$ cat src/rtl/cau_pkg.sv
// ============================================================================
// cau_pkg: shared types and constants of the complex arithmetic unit
// Word formats, command codes, internal widths, the arctangent table and
// the saturating clamp used by the front stages and the output stage.
// ============================================================================
package cau_pkg;

    // Data format: signed Q3.12
    localparam int DATA_W       = 16;
    localparam int FRAC_W       = 12;

    // Internal widths
    localparam int PROD_W       = 2 * DATA_W;             // one product or a sum of squares
    localparam int SUM_W        = PROD_W + 1;             // signed sum of two products
    localparam int REM_W        = PROD_W + FRAC_W;        // scaled dividend
    localparam int DIV_STEPS    = DATA_W + 1;             // quotient bits kept
    localparam int Q_W          = DIV_STEPS;
    localparam int CMP_W        = PROD_W + DIV_STEPS;     // shifted divisor
    localparam int OVF_SH       = DIV_STEPS - FRAC_W;     // quotient overflow test shift
    localparam int SQRT_STEPS   = DATA_W;                 // root bits
    localparam int CORDIC_STEPS = 16;
    localparam int CHAIN_LEN    = DIV_STEPS;              // longest of the three iterations
    localparam int CX_W         = DATA_W + 4;             // CORDIC x/y with gain headroom
    localparam int CZ_W         = 36;                     // angle, 32 fraction bits
    localparam int ANG_SH       = 32 - FRAC_W;            // angle fraction bits dropped
    localparam int CLAMP_W      = PROD_W;

    // Command codes
    typedef enum logic [2:0] {
        CMD_ADD = 3'd0,
        CMD_SUB = 3'd1,
        CMD_MUL = 3'd2,
        CMD_DIV = 3'd3,
        CMD_MAG = 3'd4,
        CMD_ANG = 3'd5
    } t_cmd;

    // pi/2 with 32 fraction bits
    localparam logic signed [CZ_W-1:0] ANGLE_QUARTER = 36'sd6746518852;

    // atan(2^-i), 32 fraction bits
    localparam logic [31:0] ATAN_TAB [CORDIC_STEPS] = '{
        32'd3373259426, 32'd1991351318, 32'd1052175346, 32'd534100635,
        32'd268086748,  32'd134174063,  32'd67103403,   32'd33553749,
        32'd16777131,   32'd8388597,    32'd4194303,    32'd2097152,
        32'd1048576,    32'd524288,     32'd262144,     32'd131072
    };

    // Input word
    typedef struct packed {
        logic [2:0]               command;
        logic signed [DATA_W-1:0] a_real;
        logic signed [DATA_W-1:0] a_imag;
        logic signed [DATA_W-1:0] b_real;
        logic signed [DATA_W-1:0] b_imag;
    } t_in_word;

    // Result word
    typedef struct packed {
        logic signed [DATA_W-1:0] result_real;
        logic signed [DATA_W-1:0] result_imag;
        logic                     divide_by_zero;
        logic                     saturated;
    } t_out_word;

    // Word handed from cell to cell
    typedef struct packed {
        logic [2:0]               cmd;
        // finished add / subtract / multiply result
        logic [DATA_W-1:0]        fin_re;
        logic [DATA_W-1:0]        fin_im;
        logic                     fin_sat;
        // divide
        logic                     dz;
        logic                     neg_re;
        logic                     neg_im;
        logic                     ovf_re;
        logic                     ovf_im;
        logic [PROD_W-1:0]        d;
        logic [REM_W-1:0]         rem_re;
        logic [REM_W-1:0]         rem_im;
        logic [Q_W-1:0]           q_re;
        logic [Q_W-1:0]           q_im;
        // magnitude
        logic [PROD_W-1:0]        sq_s;
        logic [PROD_W-1:0]        sq_res;
        // angle
        logic signed [CX_W-1:0]   cx;
        logic signed [CX_W-1:0]   cy;
        logic signed [CZ_W-1:0]   cz;
        logic                     czero;
    } t_cell_word;

    typedef struct packed {
        logic [DATA_W-1:0] value;
        logic              sat;
    } t_clamp;

    // Sign and magnitude to the signed data range, with a saturation flag
    function automatic t_clamp clamp_smag(input logic neg, input logic [CLAMP_W-1:0] mag);
        logic [CLAMP_W-1:0] lim;
        logic [CLAMP_W-1:0] m;
        t_clamp             r;
        lim = {{(CLAMP_W-DATA_W+1){1'b0}}, {(DATA_W-1){1'b1}}} + CLAMP_W'(neg);
        r.sat = (mag > lim);
        m = r.sat ? lim : mag;
        r.value = neg ? (DATA_W'(0) - m[DATA_W-1:0]) : m[DATA_W-1:0];
        return r;
    endfunction

endpackage

$ cat src/rtl/cau_cell.sv
// ============================================================================
// cau_cell: one step of the iterative chain
// Depending on the command, performs one restoring-divide bit on both
// quotients, one square-root bit or one CORDIC vectoring rotation, or
// passes it on unchanged; then registers the word for the next cell.
// ============================================================================
module cau_cell #(
    parameter int STEP = 0
) (
    input  logic                i_clk,
    input  logic                i_rst_n,
    input  logic                i_valid,
    input  cau_pkg::t_cell_word i_word,
    output logic                o_ready,
    output logic                o_valid,
    output cau_pkg::t_cell_word o_word,
    input  logic                i_ready
);
    import cau_pkg::*;

    localparam int DIV_SH = DIV_STEPS - 1 - STEP;
    localparam bit SQ_ON  = (STEP < SQRT_STEPS);
    localparam int SQ_SH  = SQ_ON ? 2 * (SQRT_STEPS - 1 - STEP) : 0;
    localparam bit CO_ON  = (STEP < CORDIC_STEPS);
    localparam int AT_IDX = CO_ON ? STEP : 0;

    logic                   r_valid;
    t_cell_word             r_word, n_word;
    logic [CMP_W-1:0]       div_sh;
    logic [PROD_W-1:0]      sq_bit;
    logic [PROD_W:0]        trial;
    logic signed [CX_W-1:0] xs, ys;
    logic                   y_pos;

    assign o_ready = !r_valid || i_ready;
    assign o_valid = r_valid;
    assign o_word  = r_word;

    always_ff @(posedge i_clk) begin
        if (!i_rst_n) begin
            r_valid <= 1'b0;
        end else if (o_ready) begin
            r_valid <= i_valid;
        end
    end

    always_ff @(posedge i_clk) begin
        if (o_ready) r_word <= n_word;
    end

    always_comb begin
        div_sh = CMP_W'(i_word.d) << DIV_SH;
        sq_bit = PROD_W'(1) << SQ_SH;
        trial  = (PROD_W+1)'(i_word.sq_res) + (PROD_W+1)'(sq_bit);
        xs     = $signed(i_word.cx) >>> STEP;
        ys     = $signed(i_word.cy) >>> STEP;
        y_pos  = !i_word.cy[CX_W-1] && (i_word.cy != '0);
        n_word = i_word;
        unique case (i_word.cmd)
            // one quotient bit for each part
            CMD_DIV: begin
                if (CMP_W'(i_word.rem_re) >= div_sh) begin
                    n_word.rem_re = i_word.rem_re - REM_W'(div_sh);
                    n_word.q_re   = {i_word.q_re[Q_W-2:0], 1'b1};
                end else begin
                    n_word.q_re   = {i_word.q_re[Q_W-2:0], 1'b0};
                end
                if (CMP_W'(i_word.rem_im) >= div_sh) begin
                    n_word.rem_im = i_word.rem_im - REM_W'(div_sh);
                    n_word.q_im   = {i_word.q_im[Q_W-2:0], 1'b1};
                end else begin
                    n_word.q_im   = {i_word.q_im[Q_W-2:0], 1'b0};
                end
            end
            // one root bit
            CMD_MAG: begin
                if (SQ_ON) begin
                    if ((PROD_W+1)'(i_word.sq_s) >= trial) begin
                        n_word.sq_s   = i_word.sq_s - trial[PROD_W-1:0];
                        n_word.sq_res = (i_word.sq_res >> 1) + sq_bit;
                    end else begin
                        n_word.sq_res = i_word.sq_res >> 1;
                    end
                end
            end
            // one vectoring rotation, driving y toward zero
            CMD_ANG: begin
                if (CO_ON) begin
                    if (y_pos) begin
                        n_word.cx = i_word.cx + ys;
                        n_word.cy = i_word.cy - xs;
                        n_word.cz = i_word.cz + CZ_W'(ATAN_TAB[AT_IDX]);
                    end else begin
                        n_word.cx = i_word.cx - ys;
                        n_word.cy = i_word.cy + xs;
                        n_word.cz = i_word.cz - CZ_W'(ATAN_TAB[AT_IDX]);
                    end
                end
            end
            default: ;
        endcase
    end

endmodule

$ cat config.mk
export PLATFORM = sky130hd
export DESIGN_NAME = cau_cell
export DESIGN_NICKNAME = d
export VERILOG_FILES = /design/src/rtl/cau_pkg.sv /design/src/rtl/cau_cell.sv
export SDC_FILE = /design/constraint.sdc
export NUM_CORES = 1
export LEC_CHECK = 0
export ABC_AREA = 1
export ABC_CLOCK_PERIOD_IN_PS = 9730
export BUFFER_PORTS_ARGS = -buffer_cell sky130_fd_sc_hd__buf_2
export CAP_MARGIN = 15
export CORE_AREA = 8 8 258 260
export CTS_CLUSTER_DIAMETER = 200
export DETAILED_ROUTE_END_ITERATION = 8
export DIE_AREA = 0 0 266 268
export HOLD_SLACK_MARGIN = 0.05
export PLACE_DENSITY_LB_ADDON = 0.05
export SYNTH_ARGS = -nofsm -noshare
export SYNTH_HDL_FRONTEND = slang
export SYNTH_SLANG_ARGS = --single-unit
$ cat constraint.sdc
create_clock -name i_clk -period 9.73 [get_ports i_clk]
set_clock_uncertainty 0.15 [all_clocks]
set_input_delay 0.4865 -clock i_clk [delete_from_list [all_inputs] [get_ports i_clk]]
set_output_delay 0.4865 -clock i_clk [all_outputs]
set_load 0.03 [all_outputs]
==> results_dict.tcl <==
set metrics [dict create \
    slew_viol_final 0 \
    tritoncts.num_buffers 41 \
    start_kind "input port" \
    cp_cell_sequence "dlygate4sd3_1 > buf_2 > inv_1 > ha_1 > fa_1 > inv_1 > nand3_1 > nand2_2 > nand2_1 > nand2_1 > nand2_1 > nand2_1 > nand2_1 > nand3_2 > inv_2 > nand2_1 > nand2_1 > nand2_1 > nand2_1" \
    gr-total-overflow 0 \
    cp.required_ps 9850 \
    tightest_slew_ps 1020 \
    io_buffers 677 \
    netlist_area_mm2 0.0259 \
    clk_pin_slew_ps 60 \
    cp_top_family "simple AND/OR/NAND/NOR gates" \
    syn_to_final_growth_pct 28.3 \
    dr.first_iter.drc_count 2057 \
    cts_setup_buffers 0 \
    grt_pass1_wl_mm 152 \
    final_nets 4979 \
    ys_warn_count 0 \
    cts_sinks 337 \
    power_density_mw_per_mm2 146 \
    leakage_nw 17.3 \
    fin_crit_sh_pct 40.9 \
    drcViolationCount 0 \
    clock_latency_ps 560 \
    detail_route.wl_per_cell_um 19.1 \
    cap_violations 0 \
    post-route-min-period_ps 3980 \
    hpwl_mm 82.3 \
    slowest_delay_ps 540 \
    fmax_ghz 0.251 \
    synth_nets 4151 \
    pin_count 678 \
    tritoncts "yes" \
    grt_pass1_vias 25600 \
    cts-resized-gates 0 \
    ir_worst_vdd_mv 0.130 \
    final-hold-violation-count 0 \
    crit_fanout 31 \
    routed_wl_mm 102 \
    antenna_found_initial 21 \
    final_area_mm2 0.0333 \
    rows 92 \
    cts_buffer_depth 3 \
    ys_seq_elements 337 \
    setup_viol 0 \
    cp-end-kind "flip-flop" \
    vias 26300 \
    ys_types 42 \
    place_area_mm2 0.0301 \
    path_common_cell "nand2_1" \
    hold_class "in -> reg" \
    drt_pass1_iterations 5 \
    ant_nets 0 \
    ys_seq_area_share_pct 39.0 \
    cts-root-buf "clkbuf_16" \
    drive_gt1_share_pct 17.9 \
    max_slew_margin_pct 31.8 \
    arrival_ps 4100 \
    coreArea_mm2 0.0624 \
    setup_tns_ps 0 \
    cp_slowest_cell "dlygate4sd3_1" \
    syn_avg_cell_area_um2 7.16 \
    fill_cells 6277 \
    place_congestion 0.934 \
    die_h_um 268 \
    via_per_inst 4.92 \
    cp_num_buf_inv 5 \
    dieArea_mm2 0.0713 \
    status "complete, no violations" \
    htree_levels 2 \
    fin_ws_ps 5750 \
    critPathKind "in -> reg" \
    chipWidth_um 266 \
    grt.total_usage_pct 27.4 \
    grt_setup_unrepaired "no" \
    grt_max_degree 119 \
    place_ws_ps 5420 \
    postLayoutCoreUtil_pct 53.3 \
    start_util_pct 41.6 \
    postSynthCellCount 3624 \
]
==> logic make-up after synthesis <==
| group | share of synthesized area [%] |
|---|---|
| flip-flops | 39.0 |
| buffers and inverters | 9.13 |
| adder cells (fa/ha/maj) | 9.23 |
| AO/OA/AOI/OAI | 8.51 |
| AND/OR/NAND/NOR | 31.5 |
| XOR/XNOR | 2.67 |
==> per-stage QoR <==
step                cells  total power, W  hold WS, ps
floorplan            3624         0.00277          435
global placement     5082         0.00322          513
detailed placement   5082         0.00322          515
CTS                  5331         0.00488         50.5
global route         5340         0.00509         62.7
finish               5343         0.00484         74.8
==> flip-flops by register name, indices dropped and copies added, names as in the netlist <==
| register | count |
|---|---|
| o_valid | 1 |
| o_word | 336 |
==> area by class of cell <==
cell class / instances / area [µm²] / area share, %
Inverter: 534 / 2000 / 6.02
Timing Repair Buffer: 862 / 5220 / 15.7
Antenna cell: 12 / 30.0 / 0.0902
Clock inverter: 26 / 274 / 0.823
Tap cell: 846 / 1060 / 3.18
Sequential cell: 337 / 10100 / 30.4
Clock buffer: 50 / 1100 / 3.31
Multi-Input combinational cell: 2676 / 13500 / 40.5
==> per-layer routing <==
layer	up-vias	share of wire, %	GRT usage (%)
met5	-	0.063	0
met4	10	3.3	9.11
met3	169	7.1	5.52
met2	877	48	47.9
met1	11900	42	33.6
li1	13400	-	-
==> layout by cell type, fill, tap and decap left out, types with 20 or more instances in the layout <==
cell	Yosys	layout
dlygate4sd3_1	0	173
clkbuf_16	0	43
xnor2_1	39	39
a21oi_1	185	185
nand4_1	55	55
o21ai_0	156	156
nand2_1	1351	1349
inv_1	529	528
xor2_1	40	40
ha_1	180	180
nor3_1	24	21
buf_2	28	677
edfxtp_1	336	336
nor2_1	270	270
o21ai_1	20	20
nand3_1	233	233
==> where the power goes <==
group / switching [W] / internal [W]
clock network: 0.000638 / 0.000944
registers: 0.0000340 / 0.00174
logic: 0.00101 / 0.000474
==> worst paths after layout <==
check | start | endpoint | slack [ps] | cells past startpoint
max | i_word[235] | o_word[249] | 5750 | 19
min | i_word[33] | o_word[33] | 70 | 3
max reg2reg | o_valid | o_word[209] | 7000 | 3
min reg2reg | o_valid | o_word[223] | 850 | 1
==> worst register-to-register path: stages, from the launching register on <==
cell	delay (ps)
dfxtp_1	330
nand2_4	440
buf_4	570
buf_4	770
==> Yosys cell counts (all sizes together) <==
master     n  area, µm²
nand3b    19        143
inv      532       2000
fa         7        140
xor2      40        350
clkinv     2       7.51
nand3    238       1220
dfxtp      1       20.0
a21o       5       37.5
nor3      24        120
o22ai      1       6.26
nor2     276       1060
o211ai    13       97.6
o21a       5       37.5
a21boi     3       22.5
ha       180       2250
o21ai    182        933
a21oi    185        926
nand4     55        344
nand2   1365       5160
a31oi      3       18.8
edfxtp   336      10100
a22oi      1       7.51
and3       1       6.26
and2       4       25.0
or2       10       62.6
nor4       4       25.0
o21bai    16        120
xnor2     39        342
buf       38        215
clkbuf    39        148
==> what timing repair did <==
| action | 4_1_cts | 5_1_grt |
|---|---|---|
| endpoints found under the setup margin | 0 | 0 |
| hold buffers | 173 | 0 |
| hold endpoints to repair | 163 | 0 |
Power figures use the tool's default switching activity.
