===== config.mk =====
export PLATFORM = sky130hd
export DESIGN_NAME = cau_back
export DESIGN_NICKNAME = d
export VERILOG_FILES = /design/src/rtl/cau_pkg.sv /design/src/rtl/cau_back.sv
export SDC_FILE = /design/constraint.sdc
export NUM_CORES = 1
export LEC_CHECK = 0
export BUFFER_PORTS_ARGS = -buffer_cell sky130_fd_sc_hd__buf_2
export CORE_AREA = 2 2 148 150
export CTS_CLUSTER_DIAMETER = 50
export DETAILED_ROUTE_END_ITERATION = 8
export DIE_AREA = 0 0 150 152
export GPL_ROUTABILITY_DRIVEN = 0
export PLACE_DENSITY_LB_ADDON = 0.1
export SLEW_MARGIN = 10
export SYNTH_ARGS = -nofsm -noshare
export SYNTH_HDL_FRONTEND = slang
export SYNTH_SLANG_ARGS = --single-unit

===== constraint.sdc =====
create_clock -name i_clk -period 8.8 [get_ports i_clk]
set_input_delay 1.76 -clock i_clk [delete_from_list [all_inputs] [get_ports i_clk]]
set_output_delay 1.76 -clock i_clk [all_outputs]
set_load 0.005 [all_outputs]

===== src/rtl/cau_pkg.sv =====
// ============================================================================
// cau_pkg: shared types and constants of the complex arithmetic unit
// Word formats, command codes, internal widths, the arctangent table and
// the saturating clamp used by the front stages and the output stage.
// ============================================================================
package cau_pkg;

    // Data format: signed Q3.12
    localparam int DATA_W       = 16;
    localparam int FRAC_W       = 12;

    // Internal widths
    localparam int PROD_W       = 2 * DATA_W;             // one product or a sum of squares
    localparam int SUM_W        = PROD_W + 1;             // signed sum of two products
    localparam int REM_W        = PROD_W + FRAC_W;        // scaled dividend
    localparam int DIV_STEPS    = DATA_W + 1;             // quotient bits kept
    localparam int Q_W          = DIV_STEPS;
    localparam int CMP_W        = PROD_W + DIV_STEPS;     // shifted divisor
    localparam int OVF_SH       = DIV_STEPS - FRAC_W;     // quotient overflow test shift
    localparam int SQRT_STEPS   = DATA_W;                 // root bits
    localparam int CORDIC_STEPS = 16;
    localparam int CHAIN_LEN    = DIV_STEPS;              // longest of the three iterations
    localparam int CX_W         = DATA_W + 4;             // CORDIC x/y with gain headroom
    localparam int CZ_W         = 36;                     // angle, 32 fraction bits
    localparam int ANG_SH       = 32 - FRAC_W;            // angle fraction bits dropped
    localparam int CLAMP_W      = PROD_W;

    // Command codes
    typedef enum logic [2:0] {
        CMD_ADD = 3'd0,
        CMD_SUB = 3'd1,
        CMD_MUL = 3'd2,
        CMD_DIV = 3'd3,
        CMD_MAG = 3'd4,
        CMD_ANG = 3'd5
    } t_cmd;

    // pi/2 with 32 fraction bits
    localparam logic signed [CZ_W-1:0] ANGLE_QUARTER = 36'sd6746518852;

    // atan(2^-i), 32 fraction bits
    localparam logic [31:0] ATAN_TAB [CORDIC_STEPS] = '{
        32'd3373259426, 32'd1991351318, 32'd1052175346, 32'd534100635,
        32'd268086748,  32'd134174063,  32'd67103403,   32'd33553749,
        32'd16777131,   32'd8388597,    32'd4194303,    32'd2097152,
        32'd1048576,    32'd524288,     32'd262144,     32'd131072
    };

    // Input word
    typedef struct packed {
        logic [2:0]               command;
        logic signed [DATA_W-1:0] a_real;
        logic signed [DATA_W-1:0] a_imag;
        logic signed [DATA_W-1:0] b_real;
        logic signed [DATA_W-1:0] b_imag;
    } t_in_word;

    // Result word
    typedef struct packed {
        logic signed [DATA_W-1:0] result_real;
        logic signed [DATA_W-1:0] result_imag;
        logic                     divide_by_zero;
        logic                     saturated;
    } t_out_word;

    // Word handed from cell to cell
    typedef struct packed {
        logic [2:0]               cmd;
        // finished add / subtract / multiply result
        logic [DATA_W-1:0]        fin_re;
        logic [DATA_W-1:0]        fin_im;
        logic                     fin_sat;
        // divide
        logic                     dz;
        logic                     neg_re;
        logic                     neg_im;
        logic                     ovf_re;
        logic                     ovf_im;
        logic [PROD_W-1:0]        d;
        logic [REM_W-1:0]         rem_re;
        logic [REM_W-1:0]         rem_im;
        logic [Q_W-1:0]           q_re;
        logic [Q_W-1:0]           q_im;
        // magnitude
        logic [PROD_W-1:0]        sq_s;
        logic [PROD_W-1:0]        sq_res;
        // angle
        logic signed [CX_W-1:0]   cx;
        logic signed [CX_W-1:0]   cy;
        logic signed [CZ_W-1:0]   cz;
        logic                     czero;
    } t_cell_word;

    typedef struct packed {
        logic [DATA_W-1:0] value;
        logic              sat;
    } t_clamp;

    // Sign and magnitude to the signed data range, with a saturation flag
    function automatic t_clamp clamp_smag(input logic neg, input logic [CLAMP_W-1:0] mag);
        logic [CLAMP_W-1:0] lim;
        logic [CLAMP_W-1:0] m;
        t_clamp             r;
        lim = {{(CLAMP_W-DATA_W+1){1'b0}}, {(DATA_W-1){1'b1}}} + CLAMP_W'(neg);
        r.sat = (mag > lim);
        m = r.sat ? lim : mag;
        r.value = neg ? (DATA_W'(0) - m[DATA_W-1:0]) : m[DATA_W-1:0];
        return r;
    endfunction

endpackage


===== src/rtl/cau_back.sv =====
// ============================================================================
// cau_back: result rounding and output register
// Rounds quotients and the root, scales the angle, clamps, and holds the
// result word until the receiver takes it.
// ============================================================================
module cau_back (
    input  logic                i_clk,
    input  logic                i_rst_n,
    input  logic                i_valid,
    input  cau_pkg::t_cell_word i_word,
    output logic                o_ready,
    output logic                o_valid,
    output cau_pkg::t_out_word  o_word,
    input  logic                i_stall
);
    import cau_pkg::*;

    logic              r_valid;
    t_out_word         r_word, n_word;
    logic              rnd_re, rnd_im, sq_rnd;
    logic [CLAMP_W-1:0] qm_re, qm_im, root;
    logic signed [CZ_W-1:0] zr;
    t_clamp            cl_re, cl_im, cl_mag;

    assign o_ready = !r_valid || !i_stall;
    assign o_valid = r_valid;
    assign o_word  = r_word;

    always_ff @(posedge i_clk) begin
        if (!i_rst_n) begin
            r_valid <= 1'b0;
        end else if (o_ready) begin
            r_valid <= i_valid;
        end
    end

    always_ff @(posedge i_clk) begin
        if (o_ready) r_word <= n_word;
    end

    always_comb begin
        // divide: round half away from zero, overflow forces the limit
        rnd_re = {i_word.rem_re[PROD_W-2:0], 1'b0} >= i_word.d;
        rnd_im = {i_word.rem_im[PROD_W-2:0], 1'b0} >= i_word.d;
        qm_re  = i_word.ovf_re ? '1 : CLAMP_W'(i_word.q_re) + CLAMP_W'(rnd_re);
        qm_im  = i_word.ovf_im ? '1 : CLAMP_W'(i_word.q_im) + CLAMP_W'(rnd_im);
        cl_re  = clamp_smag(i_word.neg_re, qm_re);
        cl_im  = clamp_smag(i_word.neg_im, qm_im);
        // root: round to nearest from the remainder
        sq_rnd = i_word.sq_s > i_word.sq_res;
        root   = i_word.sq_res + CLAMP_W'(sq_rnd);
        cl_mag = clamp_smag(1'b0, root);
        // angle: round half up to FRAC_W fraction bits
        zr     = i_word.cz + (CZ_W'(1) << (ANG_SH - 1));

        n_word = '0;
        unique case (i_word.cmd)
            CMD_ADD, CMD_SUB, CMD_MUL: begin
                n_word.result_real = i_word.fin_re;
                n_word.result_imag = i_word.fin_im;
                n_word.saturated   = i_word.fin_sat;
            end
            CMD_DIV: begin
                if (i_word.dz) begin
                    n_word.divide_by_zero = 1'b1;
                end else begin
                    n_word.result_real = cl_re.value;
                    n_word.result_imag = cl_im.value;
                    n_word.saturated   = cl_re.sat || cl_im.sat;
                end
            end
            CMD_MAG: begin
                n_word.result_real = cl_mag.value;
                n_word.saturated   = cl_mag.sat;
            end
            CMD_ANG: begin
                if (!i_word.czero) begin
                    n_word.result_real = zr[CZ_W-1:ANG_SH];
                end
            end
            default: ;
        endcase
    end

endmodule

==> results.cfg, run 1 <==
[power_and_ir_drop]
leakage_uw = 0.00465
ir_worst_vdd_mv = 0.0663
total_power_uw = 761
power_density_nw_per_um2 = 78.9

[global_routing]
grt_overflow = 0
first_global_vias = 8061
grt_max_degree = 45
grtUsageTotal_pct = 21.7
antenna_found_initial = 6
grt_pass1_wl_mm = 40.0

[sta]
tightestPinTransition_ns = 0.969
fin_tns_setup_ns = 0
setup_violations = 0
timing.final.crit_share_pct = 93.2
final-hold-violation-count = 0
min_period_ns = 8.20
skew_ns = 0.00267
fmax_mhz = 122
report.final.slew_viol_count = 0
slew-limit-headroom_pct = 35.1
rsz0062_at_grt = false
fin_ws_ns = 0.602

[floorplanning]
die_area_um2 = 22800
die_h_um = 152
initial_core_util_pct = 35.8
die_x_um = 150
pin_count = 376
core_um2 = 21400
num_rows = 54

[final_layout]
stdcell_area_um2 = 9650
area_growth_pct = 26.1
multi_input_area_um2 = 6120
drive_gt1_share_pct = 28.8
final-seq-area_um2 = 1040
instances_no_fill = 1561
fillCellCount = 2205
layout.nets = 1751

[detailed_routing]
drt-total-wl_mm = 25.6
drtPass1Iterations = 5
vias_per_cell = 5.38
ant_nets = 0
drc = 0
vias = 8398
drt_iter0_markers = 479
wl_per_cell_um = 16.4

[yosys]
synth.avg_cell_area_um2 = 7.74
ys.flop_type = edfxtp_1
syn_inst = 988
yosysSeqAreaShare_pct = 13.6
async_reset_ff_share_pct = 0
yosys_warnings = 0
synth.net_count = 1463
yosysUniqueCellTypes = 81
synth_edf_count = 34
synth-seq-cells = 35
synth_area_um2 = 7650

[hold_path]
hold_path_class = reg2reg

[clocking]
path_clk_slew_ns = 0.06
cts.repair.resized = 0
clockRootBuffer = clkbuf_16
cts_hold_buf = 0
cts_sinks = 35
cts_tree = done
clk_latency_ns = 0.29
post_cts_buffers = 0
clock_path_buffers = 2
cts_buffers = 5
cts_max_level = 2

[critical_path]
cp_slowest_stage_delay_ns = 0.46
critical_path.startpoint_type = primary input
slowest_stage = or4_1
critPathKind = in2reg
cp_max_fo = 6
required_ns = 8.84
critPathTopFamily = compound AO/OA/AOI/OAI gates
end_kind = flip-flop
crit_buf_inv = 5
crit_arrival_ns = 8.24

[place]
port_buffers = 290
hpwlAfterDp_mm = 21.4
preCtsSetupSlack_ns = 0.314
postPlaceCellArea_um2 = 9500
placedCellCount = 1549

[run_status]
outcome = complete, no violations

[job]
drv_cap = 0
-- cells by family (layout without fill, tap and decap cells) --
family / after synthesis / count (layout) / synth area share, %
xor+xnor: 50 / 50 / 5.72
other cells: 0 / 4 / 0
flops: 35 / 35 / 13.6
buf+inv: 125 / 414 / 6.51
fa+ha+maj: 135 / 135 / 22.1
simple gates: 354 / 354 / 25.8
mux: 22 / 22 / 3.06
compound gates: 267 / 267 / 23.2
-- placed cells by master (no fill, tap or decap), types with 11 or more instances in the layout --
| master | netlist | final |
|---|---|---|
| a211o_1 | 11 | 11 |
| a21o_1 | 27 | 27 |
| a21oi_1 | 72 | 71 |
| a31oi_1 | 13 | 13 |
| buf_2 | 8 | 290 |
| buf_4 | 1 | 25 |
| edfxtp_1 | 34 | 34 |
| ha_1 | 135 | 135 |
| inv_1 | 91 | 91 |
| mux2_2 | 11 | 11 |
| mux2i_1 | 11 | 11 |
| nand2_1 | 83 | 82 |
| nand2b_1 | 12 | 12 |
| nand3_1 | 39 | 39 |
| nand4_1 | 43 | 43 |
| nor2_1 | 48 | 48 |
| nor2b_1 | 16 | 16 |
| nor3_1 | 24 | 23 |
| nor4_1 | 15 | 15 |
| o21ai_0 | 50 | 50 |
| or3_1 | 13 | 13 |
| xnor2_1 | 30 | 30 |
| xor2_1 | 20 | 20 |
-- final cells by class --
class | count | share of cell area [%]
Multi-Input combinational cell | 828 | 63.5
Clock buffer | 6 | 1.34
Sequential cell | 35 | 10.8
Timing Repair Buffer | 315 | 17.0
Antenna cell | 4 | 0.104
Inverter | 91 | 3.54
Tap cell | 280 | 3.63
Clock inverter | 2 | 0.130
-- power breakdown --
part	internal, uW	total [uW]	leakage (uW)	switching [uW]
sequential	204	210	0.000383	5.97
combinational	166	368	0.00420	202
clock	105	183	0.0000669	78.4
-- tightest hold or removal path: stages, from the launching register on --
cell	delay, ns
dfxtp_1	0.32
a21oi_1	0.12
nor2b_1	0.05
-- Yosys cell counts (6+ instances only) --
cell / count / area (um2)
nand2b_1: 12 / 75.1
nor3_1: 24 / 120
o21ai_1: 6 / 30.0
clkbuf_1: 21 / 78.8
and4_1: 9 / 78.8
xor2_1: 20 / 175
edfxtp_1: 34 / 1020
nand4_1: 43 / 269
mux2i_1: 11 / 110
ha_1: 135 / 1690
and3_1: 9 / 56.3
o31ai_1: 6 / 45.0
nor2_1: 48 / 180
a211o_1: 11 / 96.3
xnor2_1: 30 / 263
or3_1: 13 / 81.3
buf_2: 8 / 40.0
nor2b_1: 16 / 100
o21ai_0: 50 / 250
a211oi_1: 8 / 60.1
o21a_1: 9 / 67.6
a21o_1: 27 / 203
inv_1: 91 / 342
a21oi_1: 72 / 360
mux2_2: 11 / 124
a22oi_1: 10 / 75.1
nor4_1: 15 / 93.8
a31oi_1: 13 / 81.3
nand3_1: 39 / 195
nand2_1: 83 / 312
-- per-layer routing --
layer / track usage, % / vias to the layer above / part of all wire (%)
met5: 0 / - / 0.043
met2: 37.8 / 256 / 47
met1: 28.5 / 3804 / 45
li1: - / 4318 / -
met3: 3.57 / 18 / 6.3
met4: 3.32 / 2 / 1.0
-- final timing paths --
| path | from | to | slack, ns | cells after the start |
|---|---|---|---|---|
| worst min-delay path | o_valid$_SDFFE_PN0P_ | o_valid$_SDFFE_PN0P_ | 0.54 | 2 |
| worst max-delay path | i_word[264] | o_word[28]$_DFFE_PP_ | 0.60 | 33 |
| worst min register to register | o_valid$_SDFFE_PN0P_ | o_valid$_SDFFE_PN0P_ | 0.54 | 2 |
| worst max register to register | o_valid$_SDFFE_PN0P_ | o_word[24]$_DFFE_PP_ | 7.37 | 1 |
-- per-stage QoR --
stage          hold WS, ns  util (%)
4_1_cts              0.540      45.1
5_1_grt              0.591      45.2
2_1_floorplan        0.518         -
3_5_place_dp         0.530      44.5
6_report             0.537      45.2
3_3_place_gp         0.531      44.5
-- state kept, by name, indices dropped and copies added, names as in the netlist --
name and flops:
o_valid 1, o_word 34
Power figures use the tool's default switching activity.
==> run 2, diff against run 1 <==
--- a/config.mk
+++ b/config.mk
@@ -11,7 +11,7 @@
 export DETAILED_ROUTE_END_ITERATION = 8
 export DIE_AREA = 0 0 150 152
 export GPL_ROUTABILITY_DRIVEN = 0
-export PLACE_DENSITY_LB_ADDON = 0.1
+export PLACE_DENSITY_LB_ADDON = 0.08
 export SLEW_MARGIN = 10
 export SYNTH_ARGS = -nofsm -noshare
 export SYNTH_HDL_FRONTEND = slang
==> results.cfg, run 2 (synthesis gave the netlist of run 1 again) <==
[run_status]
outcome = complete, no violations

[power_and_ir_drop]
clock_power_share_pct = 23.1
seqPwrFrac_pct = 27.7
combPwrFrac_pct = 49.2
ir_worst_vdd_mv = 0.0625
power_density_nw_per_um2 = 78.0
total_power_uw = 753
leakage_uw = 0.00465
intPower_uw = 475
p_sw_uw = 279
sw_frac_of_total_pct = 37.0

[detailed_routing]
drt_iter0_markers = 439
vias = 8456
drt-total-wl_mm = 25.8
drtPass1Iterations = 5
vias_per_cell = 5.41
ant_nets = 0
wl_per_cell_um = 16.5
drc = 0

[sta]
timing.final.crit_share_pct = 93.2
fmax_mhz = 122
skew_ns = 0.00548
min_period_ns = 8.20
whs_ns = 0.544
slew-limit-headroom_pct = 31.1
fin_tns_setup_ns = 0
tightestPinTransition_ns = 1.02
final-hold-violation-count = 0
setup_violations = 0
report.final.slew_viol_count = 0

[critical_path]
slowest_stage = or4_1
crit_top_cell = ha_1
required_ns = 8.84
cp_max_fo = 6
worst-r2r-setup-slack_ns = 7.37
critical_path.startpoint_type = primary input
crit_arrival_ns = 8.24
end_kind = flip-flop
cp_slowest_stage_delay_ns = 0.51
critPathKind = in2reg

[hold_path]
hold_path_class = reg2reg

[clocking]
cts_buffers = 5
cts_sinks = 35
cts_max_level = 2
cts_tree = done
path_clk_slew_ns = 0.05
clock_path_buffers = 2
cts_hold_buf = 0
clk_latency_ns = 0.29
clockRootBuffer = clkbuf_16

[floorplanning]
die_h_um = 152
die_x_um = 150
pin_count = 376
core_um2 = 21400
die_area_um2 = 22800
initial_core_util_pct = 35.8
num_rows = 54

[global_routing]
first_global_vias = 8273
grt_pass1_wl_mm = 40.8
grt_use_met3_pct = 3.57
grt_max_degree = 45
grt_use_met2_pct = 36.9
grt_use_met1_pct = 29.8
grtUsageTotal_pct = 22.1
top_usage_layer = met2
grt_overflow = 0
antenna_found_initial = 10

[place]
port_buffers = 290
postPlaceCellArea_um2 = 9500
hpwlAfterDp_mm = 21.6

[final_layout]
drive_gt1_share_pct = 28.9
area_growth_pct = 26.3
mostFrequentLayoutCells = buf_2 (290), ha_1 (135), inv_1 (91)
largest_register_ffs = 34
stdcell_area_um2 = 9660
final_common_cell = buf_2
layout.nets = 1751
fin_util_pct = 45.2

[job]
drv_cap = 0
run 2: repair_timing:
action / CTS / global route
gates resized for setup: 0 / 2
setup endpoints to repair: 0 / 3
buffers inserted: 0 / 1
run 2: final timing paths:
check / startpoint / endpoint / depth (start not counted)
setup / recovery: i_word[264] / o_word[28]$_DFFE_PP_ / 32
hold / removal: o_valid$_SDFFE_PN0P_ / o_valid$_SDFFE_PN0P_ / 2
setup reg to reg: o_valid$_SDFFE_PN0P_ / o_word[31]$_DFFE_PP_ / 1
hold reg to reg: o_valid$_SDFFE_PN0P_ / o_valid$_SDFFE_PN0P_ / 2
run 2: through the flow:
stage                     std cells  setup WS, ns
after floorplan                 988         0.507
after detailed placement       1548         0.231
after CTS                      1556         0.481
after global routing           1563      -0.00522
final                          1563         0.598
after global placement         1548         0.262
run 2: metal layers:
layer / share of wire (%) / vias up
met4: 1.8 / 6
met2: 46 / 262
met3: 6.5 / 33
met1: 46 / 3839
met5: 0.17 / -
li1: - / 4316
run 2: worst max-delay path: cells and delay by family:
family          cells  cell delay, ns
compound gates     12            2.47
simple gates       10            2.18
mux                 1            0.24
fa+ha+maj           5            1.26
buf+inv             4            0.31
run 2: power by group through the flow:
| stage | Combinational, uW | Sequential, uW | Clock (uW) |
|---|---|---|---|
| 2_1_floorplan | 209 | 214 | 0 |
| 3_3_place_gp | 366 | 212 | 0 |
| 3_5_place_dp | 369 | 211 | 0 |
| 4_1_cts | 372 | 209 | 177 |
| 5_1_grt | 423 | 211 | 184 |
| 6_report | 370 | 209 | 174 |
run 2: cell type report:
class	instances	area, um2
antenna	6	15.0
timing repair buffer	315	1640
inverter	91	342
clock inverter	1	5.00
multi-input combinational	828	6140
sequential	35	1040
clock buffer	7	133
fill	2327	11700
tap	280	350
==> run 3, diff against run 2 <==
--- a/config.mk
+++ b/config.mk
@@ -12,6 +12,7 @@
 export DIE_AREA = 0 0 150 152
 export GPL_ROUTABILITY_DRIVEN = 0
 export PLACE_DENSITY_LB_ADDON = 0.08
+export RECOVER_POWER = 50
 export SLEW_MARGIN = 10
 export SYNTH_ARGS = -nofsm -noshare
 export SYNTH_HDL_FRONTEND = slang
==> results.cfg, run 3 (synthesis gave the netlist of run 1 again) <==
[global_routing]
grt_max_degree = 45
first_global_vias = 8273
grtUsageTotal_pct = 22.1
grt_overflow = 0
antenna_found_initial = 10
grt_pass1_wl_mm = 40.8

[clocking]
cts_tree = done
cts_max_level = 2
cts_buffers = 5
clockRootBuffer = clkbuf_16
clock_path_buffers = 2
path_clk_slew_ns = 0.05
cts_sinks = 35
clk_latency_ns = 0.29

[sta]
whs_ns = 0.534
skew_ns = 0.00587
timing.final.crit_share_pct = 93.3
fmax_mhz = 122
setup_violations = 0
slew-limit-headroom_pct = -14.7
final-hold-violation-count = 0
report.final.slew_viol_count = 36
tightestPinTransition_ns = 1.72
min_period_ns = 8.21

[critical_path]
cp_num_cells = 32
required_ns = 8.84
cp_slowest_stage_delay_ns = 0.51
slowest_stage = or4_1
crit_arrival_ns = 8.24
cp_max_fo = 6
r2r_cells = 1
critical_path.startpoint_type = primary input
end_kind = flip-flop
crit_top_cell = ha_1
worst-r2r-setup-slack_ns = 6.82
critPathKind = in2reg
critPathTopFamily = compound AO/OA/AOI/OAI gates
crit_buf_inv = 4

[place]
placedCellCount = 1548
port_buffers = 290
hpwlAfterDp_mm = 21.6

[final_layout]
largest_register_ffs = 34
mostFrequentLayoutCells = buf_2 (265), ha_1 (135), inv_1 (91)
instances_no_fill = 1563
layout.nets = 1751
drive_gt1_share_pct = 26.9
area_growth_pct = 25.8
final_common_cell = buf_2

[detailed_routing]
drt-total-wl_mm = 25.8
ant_nets = 0
drt_iter0_markers = 455
drtPass1Iterations = 5
drc = 0
vias = 8478
vias_per_cell = 5.42
wl_per_cell_um = 16.5

[floorplanning]
die_area_um2 = 22800
num_rows = 54
die_h_um = 152
core_um2 = 21400
pin_count = 376
die_x_um = 150
initial_core_util_pct = 35.8

[power_and_ir_drop]
total_power_uw = 752
ir_worst_vdd_mv = 0.0626
power_density_nw_per_um2 = 78.1
leakage_uw = 0.00457

[hold_path]
min_path_cells = 2
hold_path_class = reg2reg

[run_status]
violations = capacitance limit, slew limit
outcome = finished with violations

[job]
drv_cap = 1
-- run 3: cell types whose count changed in the layout (fill, tap and decap cells not counted) --
cell and delta:
nand2_2 -1, nand2_1 +1, buf_2 -25, clkbuf_1 +25
-- run 3: worst min-delay path, stage by stage (launching register included) --
cell and delay (ns):
dfxtp_1 0.32, a21oi_1 0.12, nor2b_1 0.05
-- run 3: through the flow --
step / setup TNS, ns / setup slack [ns] / utilization, % / instance area (um2)
after global routing: -0.00522 / -0.00522 / 45.1 / 9630
after detailed placement: 0 / 0.231 / 44.5 / 9500
after CTS: 0 / 0.481 / 45.1 / 9630
after global placement: 0 / 0.262 / 44.5 / 9500
final: 0 / 0.594 / 45.1 / 9630
after floorplan: 0 / 0.507 / - / 7650
-- run 3: routing by layer --
metal / track usage (%) / routed length [um]
met3: 3.57 / 1600
met5: 0 / 43
met1: 29.8 / 11800
met4: 5.12 / 472
met2: 36.9 / 11800
-- run 3: final cells by class --
type	count	area [um2]
timing repair buffer	315	1610
clock inverter	1	5.00
clock buffer	7	133
antenna	6	15.0
sequential	35	1040
fill	2329	11700
inverter	91	342
multi-input combinational	828	6130
tap	280	350
-- run 3: path summary, 6_finish.rpt --
check / to / start
worst min-delay path: o_valid$_SDFFE_PN0P_ / o_valid$_SDFFE_PN0P_
worst min register to register: o_valid$_SDFFE_PN0P_ / o_valid$_SDFFE_PN0P_
worst max-delay path: o_word[28]$_DFFE_PP_ / i_word[264]
worst max register to register: o_word[31]$_DFFE_PP_ / o_valid$_SDFFE_PN0P_
-- run 3: timing repair --
action | in CTS | in global routing
gates resized for setup | 0 | 2
hold buffers | 0 | 0
setup buffers | 0 | 1
setup endpoints to repair | 0 | 3
-- run 3: where the power goes --
group | internal, uW | switching (uW) | total (uW)
Combinational | 163 | 204 | 367
Clock | 105 | 70.1 | 175
Sequential | 204 | 5.61 | 210
Total | 472 | 279 | 752
